--- config.mk ---
export PLATFORM = sky130hd
export DESIGN_NAME = scan_sweep_frame_packer_top
export DESIGN_NICKNAME = d
export VERILOG_FILES = /design/src/ssfp_pkg.sv /design/src/ssfp_store.sv /design/src/ssfp_sweep.sv /design/src/ssfp_frame_out.sv /design/src/scan_sweep_frame_packer_top.sv
export SDC_FILE = /design/constraint.sdc
export NUM_CORES = 1
export LEC_CHECK = 0
export BUFFER_PORTS_ARGS = -buffer_cell sky130_fd_sc_hd__buf_2
export CAP_MARGIN = 0
export CORE_ASPECT_RATIO = 0.5
export CORE_MARGIN = 4
export CORE_UTILIZATION = 62
export DETAILED_ROUTE_END_ITERATION = 16
export GPL_TIMING_DRIVEN = 0
export HOLD_SLACK_MARGIN = 0.05
export PLACE_DENSITY = 0.81
export SLEW_MARGIN = 20
export SYNTH_ARGS = -nofsm -noshare
export SYNTH_HDL_FRONTEND = slang
export SYNTH_HIERARCHICAL = 1
export SYNTH_SLANG_ARGS = --single-unit
--- constraint.sdc ---
create_clock -name clk -period 4.46 [get_ports clk]
set_input_delay 0.669 -clock clk [delete_from_list [all_inputs] [get_ports clk]]
set_output_delay 0.669 -clock clk [all_outputs]
set_load 0.005 [all_outputs]
--- src/ssfp_pkg.sv ---
// ----------------------------------------------------------------------------
// ssfp_pkg
// Shared types, constants and helper functions for the scan sweep frame packer.
// ----------------------------------------------------------------------------
`default_nettype none

package ssfp_pkg;

	// Sample slots and stepper phases
	localparam int SAMPLES     = 4;
	localparam int PHASES      = 4;
	localparam int SLOT_W      = $clog2(SAMPLES);
	localparam int PHASE_W     = $clog2(PHASES);

	// Field widths
	localparam int POS_W       = 6;
	localparam int SONAR_W     = 16;
	localparam int LIDAR_W     = 12;
	localparam int COIL_W      = 4;
	localparam int BYTE_W      = 8;
	localparam int FRAME_BYTES = 4;
	localparam int BIDX_W      = $clog2(FRAME_BYTES);

	// Configuration port
	localparam int CFG_IDX_W   = 1;
	localparam int CFG_DATA_W  = 6;

	// Reset values and sweep limits
	localparam logic [POS_W-1:0] POS_RESET     = 6'd16;
	localparam logic [POS_W-1:0] POS_MAX_RESET = 6'd31;
	localparam logic [POS_W-1:0] POS_MIN       = 6'd1;

	typedef enum logic [CFG_IDX_W-1:0] {
		REG_FILTER_ENABLE = 1'b0,
		REG_POSITION_MAX  = 1'b1
	} cfg_reg_t;

	typedef enum logic {
		FUNC_MEASURE = 1'b0,
		FUNC_MOVE    = 1'b1
	} func_t;

	// Coil drive tables: full step for four phases, half step otherwise
	localparam logic [COIL_W-1:0] FULL_STEPS [4] = '{4'h1, 4'h8, 4'h2, 4'h4};
	localparam logic [COIL_W-1:0] HALF_STEPS [8] = '{4'h5, 4'h1, 4'h9, 4'h8,
		4'hA, 4'h2, 4'h6, 4'h4};

	// One frame ready for the serializer; bytes[0] goes out first
	typedef struct packed {
		logic [FRAME_BYTES-1:0][BYTE_W-1:0] bytes;
		logic [COIL_W-1:0]                  coil;
	} frame_t;

	// Serializer status seen by the top level
	typedef struct packed {
		logic              busy;
		logic              free;
		logic [BIDX_W-1:0] idx;
	} fout_stat_t;

	function automatic logic [COIL_W-1:0] coil_of(input logic [2:0] ph);
		logic [COIL_W-1:0] c;
		if (PHASES == 4) begin
			c = FULL_STEPS[ph[1:0]];
		end else begin
			c = HALF_STEPS[ph];
		end
		return c;
	endfunction

	// Pack position, flag, sonar and lidar into the four frame bytes, and carry the coil pattern
	function automatic frame_t pack_frame(
		input logic [POS_W-1:0]   pos,
		input logic               fe,
		input logic [8:0]         sonar,
		input logic [LIDAR_W-1:0] lidar,
		input logic [COIL_W-1:0]  coil
	);
		frame_t f;
		f.bytes[0] = {1'b0, fe, pos};
		f.bytes[1] = {1'b1, sonar[8:2]};
		f.bytes[2] = {1'b1, sonar[1:0], lidar[11:7]};
		f.bytes[3] = {1'b1, lidar[6:0]};
		f.coil     = coil;
		return f;
	endfunction

endpackage

`default_nettype wire

--- src/ssfp_store.sv ---
// ----------------------------------------------------------------------------
// ssfp_store
// Four sample slots for sonar and lidar, with the averaging adder trees.
// ----------------------------------------------------------------------------
`default_nettype none

module ssfp_store (
	input  wire logic                          clk,
	input  wire logic                          arst_n,
	input  wire logic                          wr_en,
	input  wire logic [ssfp_pkg::SONAR_W-1:0]  sonar_in,
	input  wire logic [ssfp_pkg::LIDAR_W-1:0]  lidar_in,
	input  wire logic                          filter_enable,
	output logic      [ssfp_pkg::SONAR_W-1:0]  sonar_value,
	output logic      [ssfp_pkg::LIDAR_W-1:0]  lidar_value,
	output logic      [ssfp_pkg::SLOT_W-1:0]   slot
);

	logic [ssfp_pkg::SONAR_W-1:0] sonar_q [ssfp_pkg::SAMPLES];
	logic [ssfp_pkg::LIDAR_W-1:0] lidar_q [ssfp_pkg::SAMPLES];
	logic [ssfp_pkg::SLOT_W-1:0]  slot_q;
	logic [ssfp_pkg::SONAR_W-1:0] sonar_sum;
	logic [ssfp_pkg::SONAR_W-1:0] lidar_sum;

	// Slot write and round-robin slot pointer
	always_ff @(posedge clk or negedge arst_n) begin
		if (!arst_n) begin
			slot_q <= '0;
			for (int i = 0; i < ssfp_pkg::SAMPLES; i++) begin
				sonar_q[i] <= '0;
				lidar_q[i] <= '0;
			end
		end else if (wr_en) begin
			sonar_q[slot_q] <= sonar_in;
			lidar_q[slot_q] <= lidar_in;
			slot_q          <= ssfp_pkg::SLOT_W'(slot_q + 1'b1);
		end
	end

	// 16-bit wrapping sums over all slots
	always_comb begin
		sonar_sum = '0;
		lidar_sum = '0;
		for (int i = 0; i < ssfp_pkg::SAMPLES; i++) begin
			sonar_sum = ssfp_pkg::SONAR_W'(sonar_sum + sonar_q[i]);
			lidar_sum = ssfp_pkg::SONAR_W'(lidar_sum + {4'b0, lidar_q[i]});
		end
	end

	// Mean of four or slot 0
	assign sonar_value = filter_enable ? {2'b00, sonar_sum[15:2]} : sonar_q[0];
	assign lidar_value = filter_enable ? lidar_sum[13:2] : lidar_q[0];
	assign slot        = slot_q;

endmodule

`default_nettype wire

--- src/ssfp_sweep.sv ---
// ----------------------------------------------------------------------------
// ssfp_sweep
// Sweep position, direction and stepper phase with coil pattern lookup.
// ----------------------------------------------------------------------------
`default_nettype none

module ssfp_sweep (
	input  wire logic                        clk,
	input  wire logic                        arst_n,
	input  wire logic                        step,
	input  wire logic [ssfp_pkg::POS_W-1:0]  position_max,
	output logic      [ssfp_pkg::POS_W-1:0]  position,
	output logic      [ssfp_pkg::COIL_W-1:0] coil
);

	logic [ssfp_pkg::POS_W-1:0]   pos_q;
	logic                         up_q;
	logic [ssfp_pkg::PHASE_W-1:0] phase_q;
	logic [ssfp_pkg::POS_W-1:0]   pos_nxt;
	logic [ssfp_pkg::PHASE_W-1:0] phase_nxt;

	localparam logic [ssfp_pkg::PHASE_W-1:0] PHASE_LAST =
		ssfp_pkg::PHASE_W'(ssfp_pkg::PHASES - 1);

	// Next position and phase in the current direction
	always_comb begin
		if (up_q) begin
			pos_nxt   = ssfp_pkg::POS_W'(pos_q + 1'b1);
			phase_nxt = (phase_q == PHASE_LAST) ? '0 : ssfp_pkg::PHASE_W'(phase_q + 1'b1);
		end else begin
			pos_nxt   = ssfp_pkg::POS_W'(pos_q - 1'b1);
			phase_nxt = (phase_q == '0) ? PHASE_LAST : ssfp_pkg::PHASE_W'(phase_q - 1'b1);
		end
	end

	// Step and reverse on an exact hit of either end
	always_ff @(posedge clk or negedge arst_n) begin
		if (!arst_n) begin
			pos_q   <= ssfp_pkg::POS_RESET;
			up_q    <= 1'b1;
			phase_q <= '0;
		end else if (step) begin
			pos_q   <= pos_nxt;
			phase_q <= phase_nxt;
			if (pos_nxt == position_max || pos_nxt == ssfp_pkg::POS_MIN) begin
				up_q <= ~up_q;
			end
		end
	end

	assign position = pos_q;
	assign coil     = ssfp_pkg::coil_of(3'(phase_q));

endmodule

`default_nettype wire

--- src/ssfp_frame_out.sv ---
// ----------------------------------------------------------------------------
// ssfp_frame_out
// Frame buffer that sends one frame byte per output transaction.
// ----------------------------------------------------------------------------
`default_nettype none

module ssfp_frame_out (
	input  wire logic                        clk,
	input  wire logic                        arst_n,
	input  wire logic                        load,
	input  wire ssfp_pkg::frame_t            frame_in,
	input  wire logic                        out_ready,
	output logic                             out_valid,
	output logic      [ssfp_pkg::BYTE_W-1:0] frame_byte,
	output logic                             last,
	output logic      [ssfp_pkg::COIL_W-1:0] coil_pattern,
	output ssfp_pkg::fout_stat_t             stat
);

	localparam logic [ssfp_pkg::BIDX_W-1:0] IDX_LAST =
		ssfp_pkg::BIDX_W'(ssfp_pkg::FRAME_BYTES - 1);

	ssfp_pkg::frame_t              frame_q;
	logic                          busy_q;
	logic [ssfp_pkg::BIDX_W-1:0]   idx_q;
	logic                          pop;
	logic                          is_last;

	assign is_last = (idx_q == IDX_LAST);
	assign pop     = busy_q && out_ready;

	// Frame payload, no reset needed
	always_ff @(posedge clk) begin
		if (load) begin
			frame_q <= frame_in;
		end
	end

	// Byte pointer and busy flag; a new frame may load as the last byte leaves
	always_ff @(posedge clk or negedge arst_n) begin
		if (!arst_n) begin
			busy_q <= 1'b0;
			idx_q  <= '0;
		end else if (load) begin
			busy_q <= 1'b1;
			idx_q  <= '0;
		end else if (pop) begin
			idx_q <= ssfp_pkg::BIDX_W'(idx_q + 1'b1);
			if (is_last) begin
				busy_q <= 1'b0;
			end
		end
	end

	assign out_valid    = busy_q;
	assign frame_byte   = frame_q.bytes[idx_q];
	assign last         = is_last;
	assign coil_pattern = frame_q.coil;

	assign stat.busy = busy_q;
	assign stat.free = !busy_q || (is_last && out_ready);
	assign stat.idx  = idx_q;

endmodule

`default_nettype wire

--- src/scan_sweep_frame_packer_top.sv ---
// ----------------------------------------------------------------------------
// scan_sweep_frame_packer_top
// Sweeping range scanner: sample store, stepper sweep and frame serializer.
// ----------------------------------------------------------------------------
//  channel   handshake             payload
//  in        in_valid / in_ready   func, sonar_sample, lidar_sample
//  out       out_valid / out_ready frame_byte, last, coil_pattern
//  cfg       cfg_we                cfg_index, cfg_data
//
//  Items pass an input register, then execute. A measurement writes a
//  sample slot and gives no output. A move loads a four-byte frame into
//  the output buffer, which sends one byte per cycle while out_ready is
//  high. A move waits in the input register until the buffer is empty or
//  its final byte is leaving in that cycle; measurements behind it wait
//  too. Reset clears all but the payload registers at once; no clearing pass.
// ----------------------------------------------------------------------------
`default_nettype none

module scan_sweep_frame_packer_top (
	input  wire logic                            clk,
	input  wire logic                            arst_n,
	input  wire logic                            in_valid,
	output logic                                 in_ready,
	input  wire logic                            func,
	input  wire logic [ssfp_pkg::SONAR_W-1:0]    sonar_sample,
	input  wire logic [ssfp_pkg::LIDAR_W-1:0]    lidar_sample,
	output logic                                 out_valid,
	input  wire logic                            out_ready,
	output logic      [ssfp_pkg::BYTE_W-1:0]     frame_byte,
	output logic                                 last,
	output logic      [ssfp_pkg::COIL_W-1:0]     coil_pattern,
	input  wire logic                            cfg_we,
	input  wire logic [ssfp_pkg::CFG_IDX_W-1:0]  cfg_index,
	input  wire logic [ssfp_pkg::CFG_DATA_W-1:0] cfg_data
);

	logic                          filter_enable_q;
	logic [ssfp_pkg::POS_W-1:0]    position_max_q;

	logic                          v_s1;
	ssfp_pkg::func_t               func_s1;
	logic [ssfp_pkg::SONAR_W-1:0]  sonar_s1;
	logic [ssfp_pkg::LIDAR_W-1:0]  lidar_s1;

	logic                          s1_fire;
	logic                          wr_en;
	logic                          load;
	logic [ssfp_pkg::SONAR_W-1:0]  sonar_value;
	logic [ssfp_pkg::LIDAR_W-1:0]  lidar_value;
	logic [ssfp_pkg::SLOT_W-1:0]   slot;
	logic [ssfp_pkg::POS_W-1:0]    position;
	logic [ssfp_pkg::COIL_W-1:0]   coil;
	ssfp_pkg::frame_t              frame;
	ssfp_pkg::fout_stat_t          fstat;

	// Configuration registers
	always_ff @(posedge clk or negedge arst_n) begin
		if (!arst_n) begin
			filter_enable_q <= 1'b1;
			position_max_q  <= ssfp_pkg::POS_MAX_RESET;
		end else if (cfg_we) begin
			unique case (ssfp_pkg::cfg_reg_t'(cfg_index))
				ssfp_pkg::REG_FILTER_ENABLE: filter_enable_q <= cfg_data[0];
				ssfp_pkg::REG_POSITION_MAX:  position_max_q  <= cfg_data;
				default: ;
			endcase
		end
	end

	// Stage 1 executes unless a move finds the frame buffer still busy
	assign s1_fire  = v_s1 && (func_s1 == ssfp_pkg::FUNC_MEASURE || fstat.free);
	assign in_ready = !v_s1 || s1_fire;
	assign wr_en    = s1_fire && func_s1 == ssfp_pkg::FUNC_MEASURE;
	assign load     = s1_fire && func_s1 == ssfp_pkg::FUNC_MOVE;

	// Input register
	always_ff @(posedge clk or negedge arst_n) begin
		if (!arst_n) begin
			v_s1 <= 1'b0;
		end else if (in_ready) begin
			v_s1 <= in_valid;
		end
	end

	always_ff @(posedge clk) begin
		if (in_ready && in_valid) begin
			func_s1  <= ssfp_pkg::func_t'(func);
			sonar_s1 <= sonar_sample;
			lidar_s1 <= lidar_sample;
		end
	end

	ssfp_store u_store (
		.clk           (clk),
		.arst_n        (arst_n),
		.wr_en         (wr_en),
		.sonar_in      (sonar_s1),
		.lidar_in      (lidar_s1),
		.filter_enable (filter_enable_q),
		.sonar_value   (sonar_value),
		.lidar_value   (lidar_value),
		.slot          (slot)
	);

	ssfp_sweep u_sweep (
		.clk          (clk),
		.arst_n       (arst_n),
		.step         (load),
		.position_max (position_max_q),
		.position     (position),
		.coil         (coil)
	);

	// Frame assembly from the state before this move steps
	assign frame = ssfp_pkg::pack_frame(position, filter_enable_q, sonar_value[8:0],
		lidar_value, coil);

	ssfp_frame_out u_frame_out (
		.clk          (clk),
		.arst_n       (arst_n),
		.load         (load),
		.frame_in     (frame),
		.out_ready    (out_ready),
		.out_valid    (out_valid),
		.frame_byte   (frame_byte),
		.last         (last),
		.coil_pattern (coil_pattern),
		.stat         (fstat)
	);

`ifndef NO_ASSERTIONS
	// A move is only loaded into a buffer that can take it
	a_load_free: assert property (@(posedge clk) disable iff (!arst_n)
		load |-> fstat.free)
		else $error("frame loaded while buffer busy");

	// Each move steps the position by exactly one
	a_pos_step: assert property (@(posedge clk) disable iff (!arst_n)
		load |=> (position == $past(position) + 6'd1 ||
			position == $past(position) - 6'd1))
		else $error("position did not step by one");

	// Each measurement advances the slot pointer by one
	a_slot_step: assert property (@(posedge clk) disable iff (!arst_n)
		wr_en |=> slot == $past(slot) + 2'd1)
		else $error("slot pointer did not advance");

	// A frame is never cut short before its last byte
	a_frame_whole: assert property (@(posedge clk) disable iff (!arst_n)
		(out_valid && out_ready && !last) |=> (out_valid && fstat.idx != '0))
		else $error("frame cut short");
`endif

endmodule

`default_nettype wire
==> summary.txt, run 1 <==
Status
  • Outcome: finished clean

Finish
  • Design area: between 0.01 and 0.015 mm^2
  • Commonest cells after routing, fill and taps aside: inv_1, dfrtp_1, mux2_2, edfxtp_1, buf_2
  • Antenna diode count: 0
  • Synth-to-layout area growth: 12.1%
  • Finished Layout Cells: between 1000 and 1500
  • Fraction of layout cells with a size suffix above 1: 0.287
  • Most common cell after layout, fill and taps aside: inv_1
  • Multi-input logic area: between 0.003 and 0.004 mm^2
  • # nets final: about 900
  • Reg area: between 0.004 and 0.005 mm^2
  • Final core utilization: 0.715
  • # fillers: roughly 1000

STA
  • Final setup fails: 0
  • Final setup TNS: 0 ps
  • Period minus WS final: 3620 ps
  • Unrepaired setup endpoints after global routing: no
  • Highest clock rate: ~280 MHz
  • Slew at the pin closest to its max-slew limit: around 720 ps
  • Post-Route Skew: 14.5 ps
  • Fin. Hold Viols: 0
  • Slew Viols, Final: 0
  • Period utilisation layout: 0.811
  • Relative slew slack: 0.520

Setup path
  • Worst r2r dst: u_frame_out/frame_q[24]
  • Crit path max fanout: 3
  • Reg2reg setup slack: roughly 840 ps
  • Data required, critical path: roughly 4600 ps
  • CP arrival: 3770 ps
  • Crit Path Class: reg -> reg
  • FF-to-FF path depth: 11
  • CP Launch Type: flip-flop
  • Crit end category: flip-flop
  • Reg2reg start: u_store/lidar_q[14]

Clock tree
  • Post-cts gate resize count: 0
  • Total CTS buffers: 17
  • Post-CTS Hold Buffers: 0
  • Worst-skew pair later-pin latency: between 400 and 500 ps
  • H-tree levels: 4
  • Clk root buf: clkbuf_16
  • CTS tree: yes
  • Post-CTS Setup Bufs: 0
  • CTS Sinks: ~170
  • Clock Pin Slew Worst Setup and Hold Paths: about 70 ps
  • Clock tree buffer depth: 2

Floorplan
  • DIE AREA: between 0.015 and 0.02 mm^2
  • Number of cell rows: 31
  • Chip height: around 95 um
  • Core area: 0.0146 mm^2
  • Starting Density: 0.638
  • IO Pins: 56
  • Die Wd: approximately 180 um

Flow run
  • Max_cap viols: 0

Global routing
  • Vias in the first global route: ~5600
  • Gr ovfl total: 0
  • Global Route Usage Sum: 0.220
  • Largest net degree at the start of global routing: between 60 and 70
  • Initial antenna violation count: 0
  • First-pass GRT wire length: 29.1 mm

Worst hold path
  • Hold/Removal Path Class: in -> async

Routing
  • DR vias/cell: between 5 and 6
  • Via Count: between 5000 and 6000
  • Routed wire per std cell: 17.6 um
  • Final ANT Viol Nets: 0
  • Routed Wire Length: around 18 mm
  • DRT iter0 DRCs: about 300
  • Remaining DRCs: 0
  • First-pass detailed-route iteration total: 5

Synthesis
  • Syn Inst Count: a little over 700
  • Synth Area per Inst: ~13 um^2
  • Mapped Area: 0.00930 mm^2
  • Syn. warnings: 6

Place
  • PortBufs: 50
  • Dpl cells: 970
  • Post-Place Cell Area: approximately 0.0099 mm^2
  • Placer congestion estimate: 0.915
  • Post-DP HPWL: 12.4 mm
critical path, cell delays in order (launching register included):
cell	delay (ps)
dfrtp_1	390
inv_1	80
fa_1	450
fa_1	510
inv_1	70
fa_1	470
a21oi_1	260
o21ai_1	140
a211oi_1	290
o21bai_1	150
a2111oi_0	470
a211oi_1	80
flip-flops by register name, indices dropped and copies added (netlist names), 2 cells and up:
| name | cells |
|---|---|
| u_store/lidar_q | 48 |
| u_store/sonar_q | 44 |
| u_frame_out/frame_q | 32 |
| lidar_s1 | 12 |
| sonar_s1 | 11 |
| position_max_q | 6 |
| u_sweep/position | 6 |
| u_frame_out/coil_pattern | 4 |
| u_frame_out/idx_q | 2 |
| u_store/slot | 2 |
| u_sweep/phase_q | 2 |
worst max-delay path by stage:
stage,endpoint,depth (start not counted),from
final,u_frame_out/frame_q[24],11,u_store/lidar_q[14]
after global routing,u_frame_out/frame_q[24],11,u_store/lidar_q[14]
after CTS,u_frame_out/frame_q[24],11,u_store/lidar_q[14]
after detailed placement,u_frame_out/frame_q[24],11,u_store/lidar_q[14]
after global placement,u_frame_out/frame_q[24],11,u_store/lidar_q[2]
after floorplan,u_frame_out/frame_q[24],11,u_store/lidar_q[2]
per-layer routing:
metal,GRT usage,part of all wire,vias up
met5,0,0,-
met4,0.0562,0.013,0
met3,0.0546,0.052,17
met2,0.345,0.47,141
met1,0.316,0.47,2745
li1,-,-,2532
cell type report:
cell class                      instances  share of cell area
Clock buffer                           22              0.0467
Tap cell                              198              0.0238
Timing Repair Buffer                   52              0.0292
Inverter                              144              0.0518
Multi-Input combinational cell        381               0.381
Clock inverter                         10             0.00744
Sequential cell                       174               0.447
Buffer                                 21              0.0122
stage by stage:
step	hold WS (ps)	setup WS (ps)
CTS	205	856
global placement	477	936
detailed placement	473	912
global route	231	587
floorplan	373	1230
finish	201	841
Power of run 1 is not shown: default switching activity piles up to over one toggle a cycle in this logic, so the estimate is an artifact.
==> run 2: changes to the inputs <==
- clock period: 4.46 -> 3.7 ns (I/O delays scaled with it)
==> run 2 against run 1 <==
Sequential share of layout area is essentially flat; setup slack lost 640 ps; non-clock buffer count unchanged; largest cell class unchanged; highest routed layer unchanged.
==> summary.txt, run 2 (synthesized netlist as in run 1, its figures left out) <==
STA
  • Slew Viols, Final: 0 (unchanged)
  • Post-Route Skew: 14.8 ps (was 14.5 ps)
  • Period minus WS final: 3500 ps (was 3620 ps)
  • Relative slew slack: 0.523 (was 0.520)
  • Highest clock rate: 286 MHz (was 276 MHz)
  • Fin. Hold Viols: 0 (unchanged)
  • Final setup fails: 0 (unchanged)
  • Final setup TNS: 0 ps (unchanged)
  • Slew at the pin closest to its max-slew limit: 715 ps (was 720 ps)
  • Period utilisation layout: 0.946 (was 0.811)

Finish
  • # nets final: 913 (unchanged)
  • Antenna diode count: 0 (unchanged)
  • Commonest cells after routing, fill and taps aside: inv_1, dfrtp_1, mux2_2, edfxtp_1, buf_2 (unchanged)
  • Synth-to-layout area growth: 12.2% (was 12.1%)
  • Most common cell after layout, fill and taps aside: inv_1 (unchanged)
  • Biggest register: u_store/lidar_q (unchanged)
  • # fillers: 1010 (was 1011)
  • Finished Layout Cells: 1002 (unchanged)
  • Fraction of layout cells with a size suffix above 1: 0.290 (was 0.287)
  • Design area: 0.0104 mm^2 (about the same)
  • Largest regs: u_store/lidar_q (48), u_store/sonar_q (44), u_frame_out/frame_q (32) (unchanged)
  • Largest register FFs: 48 (unchanged)

Global routing
  • First-pass GRT wire length: 29.1 mm (unchanged)
  • Initial antenna violation count: 0 (unchanged)
  • Global Route Usage Sum: 0.220 (unchanged)
  • Vias in the first global route: 5584 (unchanged)
  • Largest net degree at the start of global routing: 61 (unchanged)
  • Gr ovfl total: 0 (unchanged)

Setup path
  • Reg2reg start: u_store/lidar_q[14] (unchanged)
  • CP arrival: 3650 ps (was 3770 ps)
  • Crit Path Class: reg -> reg (unchanged)
  • Crit path max fanout: 3 (unchanged)
  • Crit end category: flip-flop (unchanged)
  • Crit-path max cell delay: 510 ps (about the same)
  • Worst r2r dst: u_frame_out/frame_q[24] (unchanged)
  • Reg2reg setup slack: 200 ps (was 840 ps)
  • FF-to-FF path depth: 11 (unchanged)
  • CP Launch Type: flip-flop (unchanged)
  • Family with the most delay on the worst path: adder cells (unchanged)
  • Critical path buffers and inverters: 2 (unchanged)
  • Most common cell on crit path: fa_1 (unchanged)
  • Data required, critical path: 3850 ps (was 4610 ps)
  • Slowest cell on the critical path: fa_1 (unchanged)
  • Worst-path cell chain: inv_1 > fa_1 > fa_1 > inv_1 > fa_1 > a21oi_2 > o21ai_1 > a211oi_1 > o21bai_1 > a2111oi_2 > a211oi_1 (was inv_1 > fa_1 > fa_1 > inv_1 > fa_1 > a21oi_1 > o21ai_1 > a211oi_1 > o21bai_1 > a2111oi_0 > a211oi_1)

Clock tree
  • Clock tree buffer depth: 2 (unchanged)
  • CTS tree: yes (unchanged)
  • H-tree levels: 4 (unchanged)
  • Post-cts gate resize count: 0 (unchanged)
  • Total CTS buffers: 17 (unchanged)
  • Worst-skew pair later-pin latency: 430 ps (about the same)
  • Post-CTS Setup Bufs: 0 (unchanged)
  • Post-CTS Hold Buffers: 0 (unchanged)
  • Clock Pin Slew Worst Setup and Hold Paths: 70 ps (about the same)
  • CTS Sinks: 174 (unchanged)
  • Clk root buf: clkbuf_16 (unchanged)

Routing
  • Routed wire per std cell: 17.6 um (about the same)
  • Remaining DRCs: 0 (unchanged)
  • Routed Wire Length: 17.6 mm (about the same)
  • DR vias/cell: 5.43 (was 5.42)
  • DRT iter0 DRCs: 317 (was 299)
  • Final ANT Viol Nets: 0 (unchanged)
  • Via Count: 5443 (was 5435)
  • First-pass detailed-route iteration total: 5 (unchanged)

Status
  • Outcome: finished clean (unchanged)

Place
  • Post-Place Cell Area: 0.00986 mm^2 (unchanged)
  • PortBufs: 50 (unchanged)
  • Post-DP HPWL: 12.4 mm (unchanged)
  • Placer congestion estimate: 0.915 (unchanged)
  • Dpl cells: 970 (unchanged)

Floorplan
  • Chip height: 94.6 um (unchanged)
  • DIE AREA: 0.0171 mm^2 (unchanged)
  • Core area: 0.0146 mm^2 (unchanged)
  • Number of cell rows: 31 (unchanged)
  • Starting Density: 0.638 (unchanged)
  • IO Pins: 56 (unchanged)
  • Die Wd: 181 um (unchanged)

Worst hold path
  • Hold/Removal Path Class: in -> async (unchanged)

Flow run
  • Max_cap viols: 0 (unchanged)
[run 2: changes by cell type in the layout (fill, tap and decap cells not counted)]
cell       previous run  this run
a2111oi_0             1         0
a21oi_1              22        21
a2111oi_2             0         1
a21oi_2               0         1
[run 2: layout make-up]
type	count	area, um^2	area share
timing repair buffer	52	304	0.0291
clock buffer	22	487	0.0466
multi-input combinational	381	3990	0.382
tap	198	248	0.0237
clock inverter	10	77.6	0.00743
buffer	21	128	0.0122
sequential	174	4660	0.447
inverter	144	541	0.0518
[run 2: worst max-delay path by stage]
stage,startpoint,end,depth (start not counted)
finish,u_store/lidar_q[14],u_frame_out/frame_q[24],11
global route,u_store/lidar_q[14],u_frame_out/frame_q[24],11
CTS,u_store/lidar_q[14],u_frame_out/frame_q[24],11
detailed placement,u_store/lidar_q[14],u_frame_out/frame_q[24],11
global placement,u_store/lidar_q[2],u_frame_out/frame_q[24],11
floorplan,u_store/lidar_q[2],u_frame_out/frame_q[24],11
[run 2: metal layers]
metal  GRT usage  up-vias  part of all wire
li1            -     2525                 -
met1       0.316     2761              0.47
met2       0.345      136              0.47
met3      0.0546       21             0.047
met4      0.0562        0             0.013
met5           0        -                 0
[run 2: per-stage QoR]
step	hold WS, ps	util	worst slack [ps]
detailed placement	473	0.676	152
global route	117	0.716	-10.8
global placement	477	0.672	176
floorplan	259	-	471
CTS	91.1	0.715	96.3
finish	87.2	0.716	198
Power of run 2 is left out for the same reason.
==> run 3: changes to the inputs <==
- CELL_PAD_IN_SITES_DETAIL_PLACEMENT: default -> 0
- CELL_PAD_IN_SITES_GLOBAL_PLACEMENT: default -> 1
- CORE_UTILIZATION: 62 -> 51
- PLACE_DENSITY: 0.81 -> default
- PLACE_DENSITY_LB_ADDON: default -> 0.1
- SYNTH_HIERARCHICAL: 1 -> default
- clock period: 3.7 -> 3.8 ns (I/O delays scaled with it)
==> run 3 against run 2 <==
The flow now finishes with violations (setup timing); register-to-register slack got worse by 250 ps; clock skew down 4.7 ps; non-clock buffer count is 11 higher; flip-flop and latch count decreased by 4; largest cell class unchanged.
==> summary.txt, run 3 <==
Synthesis
  • Commonest cells in the netlist: dfrtp_1, inv_1, mux2_1, edfxtp_1, ha_1
  • EDFF count, synth: 56
  • Top post-synthesis cells by area: dfrtp_1, edfxtp_1, mux2_1
  • Yosys cell types: 58
  • Mapped Area: 0.00910 mm^2 (was 0.00930 mm^2)
  • FFs w/ async S/R, synth: 0.671
  • Count leader, synth: dfrtp_1
  • Syn Inst Count: 700 (was 718)
  • Dominant cell type by area after synthesis: dfrtp_1
  • Synthesis-stage register bit count: 170
  • Syn. warnings: 0 (was 6)
  • Sequential share of the synthesized area: 0.499
  • Synth Area per Inst: 13.0 um^2 (about the same)
  • Syn nets: 820
  • Share of the synthesized area in the top cell type: 0.291
  • Main synth FF type: dfrtp_1

Setup path
  • Data required, critical path: 4030 ps (was 3850 ps)
  • Reg2reg start: u_store.lidar_q[37] (was u_store/lidar_q[14])
  • Worst r2r dst: u_frame_out.frame_q[23] (was u_frame_out/frame_q[24])
  • FF-to-FF path depth: 16 (was 11)
  • Crit end category: flip-flop (unchanged)
  • Crit path depth: 16 (was 11)
  • CP arrival: 4080 ps (was 3650 ps)
  • CP Launch Type: flip-flop (unchanged)
  • Most common cell on crit path: a21o_1 (was fa_1)
  • Slowest cell on the critical path: fa_1 (unchanged)
  • Family with the most delay on the worst path: compound AO/OA/AOI/OAI gates (was adder cells)
  • Reg2reg setup slack: -50 ps (was 200 ps)
  • Crit-path max cell delay: 460 ps (was 510 ps)
  • Worst-path cell chain: ha_1 > a21o_1 > a21o_1 > a2111oi_4 > o31ai_2 > a21oi_1 > xor2_1 > fa_1 > inv_2 > ha_4 > a21oi_4 > nand2_1 > a21oi_2 > a211oi_4 > o21a_1 > o31ai_4 (was inv_1 > fa_1 > fa_1 > inv_1 > fa_1 > a21oi_2 > o21ai_1 > a211oi_1 > o21bai_1 > a2111oi_2 > a211oi_1)
  • Crit Path Class: reg -> reg (unchanged)
  • Crit path max fanout: 3 (unchanged)
  • Critical path buffers and inverters: 1 (was 2)

STA
  • Post-Route Skew: 10.1 ps (was 14.8 ps)
  • Final hold slack: 43.6 ps (was 87.2 ps)
  • Period utilisation layout: 1.01 (was 0.946)
  • Period minus WS final: 3850 ps (was 3500 ps)
  • Fin. Hold Viols: 0 (unchanged)
  • Unrepaired setup endpoints after global routing: yes
  • Slew Viols, Final: 0 (unchanged)
  • Relative slew slack: 0.379 (was 0.523)
  • Worst Slack Setup Final: -54.5 ps (was 198 ps)
  • Slew at the pin closest to its max-slew limit: 931 ps (was 715 ps)
  • Highest clock rate: 259 MHz (was 286 MHz)
  • Final setup fails: 4 (was 0)

Finish
  • # fillers: 1409 (was 1010)
  • Synth-to-layout area growth: 16.5% (was 12.2%)
  • Reg area: 0.00454 mm^2 (was 0.00466 mm^2)
  • Largest register FFs: 48 (unchanged)
  • # nets final: 903 (was 913)
  • Commonest cells after routing, fill and taps aside: dfrtp_1, inv_1, mux2_1, edfxtp_1, buf_2 (was inv_1, dfrtp_1, mux2_2, edfxtp_1, buf_2)
  • Most common cell after layout, fill and taps aside: dfrtp_1 (was inv_1)
  • Biggest register: u_store.lidar_q (was u_store/lidar_q)
  • Multi-input logic area: 0.00441 mm^2 (was 0.00399 mm^2)
  • Fraction of layout cells with a size suffix above 1: 0.258 (was 0.290)
  • Antenna diode count: 0 (unchanged)
  • Largest regs: u_store.lidar_q (48), u_store.sonar_q (44), u_frame_out.frame_q (28) (was u_store/lidar_q (48), u_store/sonar_q (44), u_frame_out/frame_q (32))

Floorplan
  • Number of cell rows: 34 (was 31)
  • Starting Density: 0.522 (was 0.638)
  • DIE AREA: 0.0202 mm^2 (was 0.0171 mm^2)
  • Core area: 0.0174 mm^2 (was 0.0146 mm^2)
  • Chip height: 102 um (was 94.6 um)
  • Die Wd: 197 um (was 181 um)
  • IO Pins: 56 (unchanged)

Clock tree
  • Clk root buf: clkbuf_16 (unchanged)
  • Clock Pin Slew Worst Setup and Hold Paths: 70 ps (about the same)
  • Total CTS buffers: 17 (unchanged)
  • H-tree levels: 4 (unchanged)
  • Clock tree buffer depth: 2 (unchanged)
  • CTS Sinks: 170 (was 174)
  • Worst-skew pair later-pin latency: 430 ps (about the same)
  • CTS tree: yes (unchanged)

Routing
  • Routed Wire Length: 18.2 mm (was 17.6 mm)
  • Remaining DRCs: 0 (unchanged)
  • First-pass detailed-route iteration total: 4 (was 5)
  • Final ANT Viol Nets: 0 (unchanged)
  • Routed wire per std cell: 17.7 um (was 17.6 um)
  • DR vias/cell: 5.24 (was 5.43)
  • Via Count: 5396 (was 5443)
  • DRT iter0 DRCs: 181 (was 317)

Worst hold path
  • Hold/Removal Path Class: in -> async (unchanged)

Status
  • Failing checks: setup timing
  • Outcome: finished with violations (was finished clean)

Place
  • Placer congestion estimate: 0.765 (was 0.915)
  • Post-DP HPWL: 13.3 mm (was 12.4 mm)
  • PortBufs: 50 (unchanged)

Global routing
  • Vias in the first global route: 5572 (was 5584)
  • Initial antenna violation count: 0 (unchanged)
  • Global Route Usage Sum: 0.192 (was 0.220)
  • Largest net degree at the start of global routing: 74 (was 61)
  • First-pass GRT wire length: 29.7 mm (was 29.1 mm)
  • Gr ovfl total: 0 (unchanged)

Flow run
  • Max_cap viols: 0 (unchanged)
==> run 3: logic make-up after synthesis <==
kind of cell,synth area share
multiplexers,0.151
flip-flops,0.499
XOR/XNOR,0.0433
AND/OR/NAND/NOR,0.0540
buffers and inverters,0.0425
AO/OA/AOI/OAI,0.0735
adder cells (fa/ha/maj),0.137
==> run 3: timing repair <==
action / CTS / global route
setup endpoints to repair: 6 / 6
resized for setup: 26 / 24
hold buffers: 0 / 0
pin swaps: 20 / 22
endpoints found under the hold margin: 0 / 0
setup buffers: 6 / 6
==> run 3: layout make-up <==
type / count / area share
Multi-Input combinational cell: 432 / 0.415
Buffer: 20 / 0.00884
Clock buffer: 19 / 0.0428
Inverter: 78 / 0.0278
Timing Repair Buffer: 64 / 0.0382
Tap cell: 234 / 0.0276
Clock inverter: 13 / 0.0111
Sequential cell: 170 / 0.428
==> run 3: how the worst max path moves through the flow <==
stage | start | end | slack (ps)
final | u_store.lidar_q[37] | u_frame_out.frame_q[23] | -50
after global routing | u_store.lidar_q[37] | u_frame_out.frame_q[23] | -230
after CTS | u_store.lidar_q[37] | u_frame_out.frame_q[23] | -100
after detailed placement | u_store.lidar_q[25] | u_frame_out.frame_q[23] | -630
after global placement | u_store.lidar_q[25] | u_frame_out.frame_q[23] | -570
after floorplan | u_store.lidar_q[25] | u_frame_out.frame_q[21] | 110
==> run 3: routing by layer <==
layer / part of all wire / vias to the layer above / GRT usage
li1: - / 2601 / -
met1: 0.50 / 2719 / 0.280
met2: 0.45 / 64 / 0.299
met3: 0.043 / 12 / 0.0478
met4: 0.0090 / 0 / 0.0357
met5: 0 / - / 0
==> run 3: metrics by stage <==
stage                     TNS (ps)  utilization  setup slack (ps)  cell area, um^2  cells
final                         -147        0.608             -54.5            10600   1030
after global placement       -1330        0.553              -567             9650    984
after global routing         -1120        0.608              -228            10600   1030
after floorplan                  0            -               112             9100    700
after CTS                     -173        0.600             -99.0            10500   1024
after detailed placement     -1450        0.557              -626             9710    986
Power of run 3 is left out for the same reason.
